$ cat src/sv/lsdb_pkg.sv
// Shared types, register codes and reset values for the lidar scan binner.
package lsdb_pkg;

   // Default bin count for one bank
   localparam int NUM_BINS_DEFAULT = 360;

   // Width of the bank epoch tag kept with every stored bin
   localparam int EPOCH_W = 16;

   // Configuration register indexes
   localparam int CSR_INDEX_W = 2;
   localparam logic [CSR_INDEX_W-1:0] REG_MIN_RANGE    = 2'd0;
   localparam logic [CSR_INDEX_W-1:0] REG_MAX_RANGE    = 2'd1;
   localparam logic [CSR_INDEX_W-1:0] REG_ANGLE_OFFSET = 2'd2;
   localparam int CSR_DATA_W = 16;

   // Register reset values
   localparam logic [15:0] MIN_RANGE_RESET    = 16'd120;
   localparam logic [15:0] MAX_RANGE_RESET    = 16'd3500;
   localparam logic [8:0]  ANGLE_OFFSET_RESET = 9'd180;

   // Request function codes
   localparam logic FUNC_POINT = 1'b0;
   localparam logic FUNC_READ  = 1'b1;

   // Input request
   typedef struct packed {
      logic        func;
      logic [14:0] angle;
      logic [15:0] distance;
      logic [15:0] quality;
      logic        scan_done;
      logic [31:0] now_time;
      logic [8:0]  bin_sel;
      logic        read_last;
   } req_type;

   // Result of a read request
   typedef struct packed {
      logic [15:0] range_out;
      logic        has_return;
      logic [15:0] intensity_out;
      logic [31:0] start_time;
      logic [31:0] duration_time;
      logic        ready_flag;
   } rsp_type;

   // One stored bin: valid flag, epoch of the bank fill that wrote it, payload
   typedef struct packed {
      logic               valid;
      logic [EPOCH_W-1:0] tag;
      logic [15:0]        range_mm;
      logic [15:0]        intensity;
   } entry_type;

endpackage

$ cat src/sv/lsdb_bin_map.sv
// Angle to bin mapping and range gating for one scan point.
module lsdb_bin_map #(
   parameter int NUM_BINS = lsdb_pkg::NUM_BINS_DEFAULT,
   parameter int BIN_W    = $clog2(NUM_BINS)
) (
   input  logic [14:0]      angle,
   input  logic [15:0]      distance,
   input  logic [15:0]      min_range_mm,
   input  logic [15:0]      max_range_mm,
   input  logic [8:0]       angle_offset,
   output logic [BIN_W-1:0] bin,
   output logic             no_return
);
   import lsdb_pkg::*;

   // Rounded degrees reach at most 512, so 10 bits and a 13 bit work word do
   localparam int DEG_W = 10;
   localparam int RED_W = 13;
   // Shifted subtract steps so that NUM_BINS << steps exceeds any degree value
   localparam int MOD_STEPS = (NUM_BINS > 512) ? 1 : $clog2(1024 / NUM_BINS);

   // Reduce a value below NUM_BINS << MOD_STEPS modulo NUM_BINS by restoring shifted subtracts
   function automatic logic [BIN_W-1:0] mod_bins(input logic [DEG_W-1:0] v);
      logic [RED_W-1:0] r;
      r = RED_W'(v);
      for (int k = MOD_STEPS - 1; k >= 0; k--) begin
         if (r >= RED_W'(NUM_BINS << k)) begin
            r = r - RED_W'(NUM_BINS << k);
         end
      end
      return r[BIN_W-1:0];
   endfunction

   logic [15:0]      angle_rnd;
   logic [DEG_W-1:0] deg;
   logic [BIN_W-1:0] deg_bin;
   logic [BIN_W-1:0] off_bin;
   logic [BIN_W:0]   diff;

   // Round the angle to whole degrees
   assign angle_rnd = {1'b0, angle} + 16'd32;
   assign deg       = angle_rnd[15:6];

   // Fold degree and offset into the bin range
   assign deg_bin = mod_bins(deg);
   assign off_bin = mod_bins({1'b0, angle_offset});

   // Reverse direction: offset minus angle, wrapped once
   assign diff = {1'b0, off_bin} + (BIN_W+1)'(NUM_BINS) - {1'b0, deg_bin};
   assign bin  = (diff >= (BIN_W+1)'(NUM_BINS)) ? BIN_W'(diff - (BIN_W+1)'(NUM_BINS))
                                                : diff[BIN_W-1:0];

   // Gate the distance against the configured window
   assign no_return = (distance == 16'd0) || (distance < min_range_mm)
                      || (distance > max_range_mm);

endmodule

$ cat config.mk
export PLATFORM = sky130hd
export DESIGN_NAME = lsdb_bin_map
export DESIGN_NICKNAME = d
export VERILOG_FILES = /design/src/sv/lsdb_pkg.sv /design/src/sv/lsdb_bin_map.sv
export SDC_FILE = /design/constraint.sdc
export NUM_CORES = 1
export LEC_CHECK = 0
export BUFFER_PORTS_ARGS = -buffer_cell sky130_fd_sc_hd__clkbuf_2
export CORE_MARGIN = 8
export CORE_UTILIZATION = 46
export DETAILED_ROUTE_END_ITERATION = 12
export PLACE_DENSITY = 0.75
export SLEW_MARGIN = 15
export SYNTH_ARGS = -nofsm -noshare
export SYNTH_HDL_FRONTEND = slang
export SYNTH_SLANG_ARGS = --single-unit
export TNS_END_PERCENT = 30
$ cat constraint.sdc
create_clock -name vclk -period 5.25
set_clock_uncertainty 0.05 [all_clocks]
set_input_delay 0.525 -clock vclk [all_inputs]
set_output_delay 0.525 -clock vclk [all_outputs]
set_load 0.02 [all_outputs]
# == Yosys cells after proc, flatten, opt, wreduce, memory -nomap -nowiden ==
# Cells that the tools add are included.
# op_classes
n_reduce_logical,3
n_mul,0
mux,3
n_shift,0
n_lt_le_gt_ge,5
eq_ne,0
n_div,0
bitwise_logic,0
add_sub_neg,6
# ops
cell,n
2-to-1 mux 9 bit,3
subtractor 9 bit (second input constant),3
>= comparator 10 x 9 -> 1 bit (second input constant),2
adder 15 x 6 -> 16 bit (second input constant),1
greater-than comparator 16 bit,1
logical NOT 16 bit,1
< comparator 16 bit,1
adder 9 x 9 -> 10 bit (second input constant),1
subtractor 10 x 9 -> 10 bit,1
>= comparator 9 bit (second input constant),1
logical OR 1 bit,2
# word_totals
elab_cells,17
ramBits,0
latchBits,0
mem_count,0
rom_bits,0
output_inout_bits,10
register_bits,0

# == Logic depth before layout (Yosys ltp) ==
# logic_depth
word_depth,6
mapped_depth,18
depth_no_buf,17

# == Worst setup path before layout ==
# Ideal clock, no wire load.
# synth_timing
kind,input to output
from,input port angle[5]
to,output port bin[4]
t_arrival_ps,4122
stages,18
required_ps,4675
setup_slack_ps,553
path_cell_list,ha_1 -> buf_6 -> nand3_1 -> xnor2_1 -> or3b_4 -> a41oi_2 -> nor2_1 -> xor2_1 -> ha_1 -> inv_1 -> ha_1 -> buf_6 -> nor2b_1 -> a221oi_2 -> o311ai_2 -> a32o_2 -> a21oi_2 -> mux2i_1
# synth_via
elab_chain_len,6
elab_cells_between_ends,8
# synth_lines
element,line,text
start: declaration,lsdb_bin_map.sv:6,"input logic [14:0] angle,"
adder 15 x 6 -> 16 bit (*),lsdb_bin_map.sv:41,"assign angle_rnd = {1'b0, angle} + 16'd32;"
subtractor 9 bit or >= comparator 10 x 9 -> 1 bit (tied branches),"lsdb_bin_map.sv:28, lsdb_bin_map.sv:27",
2-to-1 mux 9 bit (*),lsdb_bin_map.sv:27,if (r >= RED_W'(NUM_BINS << k)) begin
subtractor 10 x 9 -> 10 bit (*),lsdb_bin_map.sv:49,"assign diff = {1'b0, off_bin} + (BIN_W+1)'(NUM_BINS) - {1'b0, deg_bin};"
subtractor 9 bit or >= comparator 10 x 9 -> 1 bit (tied branches),lsdb_bin_map.sv:50,assign bin = (diff >= (BIN_W+1)'(NUM_BINS)) ? BIN_W'(diff - (BIN_W+1)'(NUM_BINS))
2-to-1 mux 9 bit (*),lsdb_bin_map.sv:50,
end: declaration,lsdb_bin_map.sv:11,"output logic [BIN_W-1:0] bin,"
# Every way passes the cells marked *; elsewhere a longest branch is shown, timed or not.

# == Worst setup path after layout ==
# layout_timing
from,input port angle[8]
to,output port bin[4]
# The elaborated chain is that of the path after synthesis.

==> reports/results.tsv <==
metric	value	unit
gr usage total	15.1	%
leakage	1.44	nW
Vias/cell	5.51	
# IOs	82	
RSZ-0062 raised after global routing	false	
post-synth top area cell	ha_1	
combinational cell fraction of total power	100.0	%
DRC errors left	0	
period utilization	94.1	%
Port Buffer Count	77	
crit path kind	in -> out	
share of the synthesized area in the top cell type	29.5	%
switching share of power	58.5	%
# diodes	0	
clock buf count	0	
CTS resizes	0	
routed via count	2342	
flip-flop and latch area	0	µm²
seq_cells	0	
hpwl dp	4910	µm
Final Net Count	497	
Slew @ Worst Pin	0.468	ns
Core Area	0.00463	mm²
switching power	335	µW
status	complete, no violations	
layout cells sized above 1	25.9	%
crit path max fanout	10	
maxcap violations	0	
Die H	84.5	µm
Unique masters post-synth	60	
setup TNS	0	ns
clock group share of total power	0	%
Area Overhead vs Synth	20.0	%
Worst VDD drop	0.000319	V
Synth Area per Inst	7.30	µm²
Placement Cell Area	0.00259	mm²
routability cong.	0.907	
post-synth net total	420	
post-route worst setup slack	0.310	ns
pwr dens	221	mW/mm²
Post-Route WL	5440	µm
Post-CTS Setup Inserts	0	
relative slew slack	68.7	%
largest net degree at the start of global routing	12	
first-pass GRT wire length	9640	µm
worst hold slack	1.48	ns
Final ANT Viol Nets	0	
starting density of the core	46.6	%
highest clock rate	202	MHz
WL per Instance	12.8	µm
YS warnings	0	
number of global-route vias before repair	2335	
final instance area	0.00259	mm²
internal cell power	238	µW
Syn Std Cell Area	0.00216	mm²
grt ovf	0	
1st-iter DRT viols	47	
setup violators final	0	
CP Launch Type	primary input	
crit end category	output port	
synth cell count leaders	inv_1, ha_1, nand2_1, nor2_1, a21oi_1	
Hold Path Stages	5	
post-place setup slack	0.376	ns
Sequential Power Share	0	%
Gate Count Post-Synth	296	
drt first pass iters	4	
Die Width	84.5	µm
CP Data Required Time	4.68	ns
CTS Hold Bufs	0	
top cells by area, synth	ha_1, inv_1, xnor2_1	
die footprint	0.00714	mm²
most common cell in the netlist	inv_1	
Hold Vio Cnt, Final	0	
Period minus WS final	4.94	ns
fin. max-slew vios	0	
row cnt	25	
Critical Path AT	4.36	ns
antenna violations before repair	0	
worst hold path type	in -> out	
sequential element share of the synthesized area	0	%
per-layer routing:
layer / GRT usage, % / up-vias / routed length (µm)
li1: - / 1232 / -
met1: 18.0 / 1054 / 2470
met2: 28.2 / 54 / 2620
met3: 2.73 / 2 / 328
met4: 0.647 / 0 / 24
met5: 0 / - / 0
worst max-delay path: stages:
cell      delay [ns]
clkbuf_2        0.13
and4_1          0.28
and2_4          0.21
a311o_1         0.40
a41oi_2         0.24
nor2_1          0.08
xor2_1          0.15
ha_1            0.27
inv_1           0.04
ha_1            0.39
nor2b_1         0.20
a221oi_2        0.28
o311ai_2        0.23
a32o_2          0.35
a21oi_2         0.19
mux2i_1         0.19
clkbuf_2        0.18
power groups by stage:
stage / Clock, mW / Sequential, mW / Combinational (mW)
floorplan: 0 / 0 / 0.419
global route: 0 / 0 / 0.641
finish: 0 / 0 / 0.573
CTS: 0 / 0 / 0.575
detailed placement: 0 / 0 / 0.572
global placement: 0 / 0 / 0.558
stage by stage:
| stage | power, mW | util, % | cells |
|---|---|---|---|
| finish | 0.573 | 56.0 | 425 |
| global route | 0.641 | 56.0 | 425 |
| CTS | 0.575 | 56.0 | 425 |
| detailed placement | 0.572 | 56.0 | 425 |
| global placement | 0.558 | 56.0 | 425 |
| floorplan | 0.419 | - | 296 |
path summary, 6_finish.rpt:
path | start | endpoint | slack [ns]
max | angle[8] | bin[4] | 0.31
min | angle_offset[0] | bin[0] | 1.48
layout by cell type (no fill, tap or decap), types with 3 or more instances in the layout:
master	count
clkbuf_2	77
inv_1	52
ha_1	51
nand2_1	16
nor2_1	16
a21oi_1	15
xnor2_1	12
nand3_1	10
o21ai_0	10
nand4_1	9
a21o_1	9
nor2b_1	8
o211ai_1	6
xor2_1	5
o21a_1	4
nand2b_1	4
a211o_1	4
nor4_1	4
and2_1	3
or3_1	3
or2_2	3
a211oi_1	3
buf_4	3
area by class of cell:
type / instances / area, µm²
Fill cell: 464 / 2040
Inverter: 53 / 199
Multi-Input combinational cell: 238 / 1920
Tap cell: 54 / 67.6
Timing Repair Buffer: 80 / 408
cell families (layout without fill, tap and decap cells):
family / Yosys count / count (layout) / share of synthesized area, %
compound gates: 77 / 77 / 27.0
fa+ha+maj: 52 / 52 / 30.5
mux: 2 / 2 / 0.927
simple gates: 89 / 89 / 22.7
xor+xnor: 18 / 18 / 7.65
buf+inv: 58 / 133 / 11.2
Note: power is estimated with default switching activity, not from simulation.
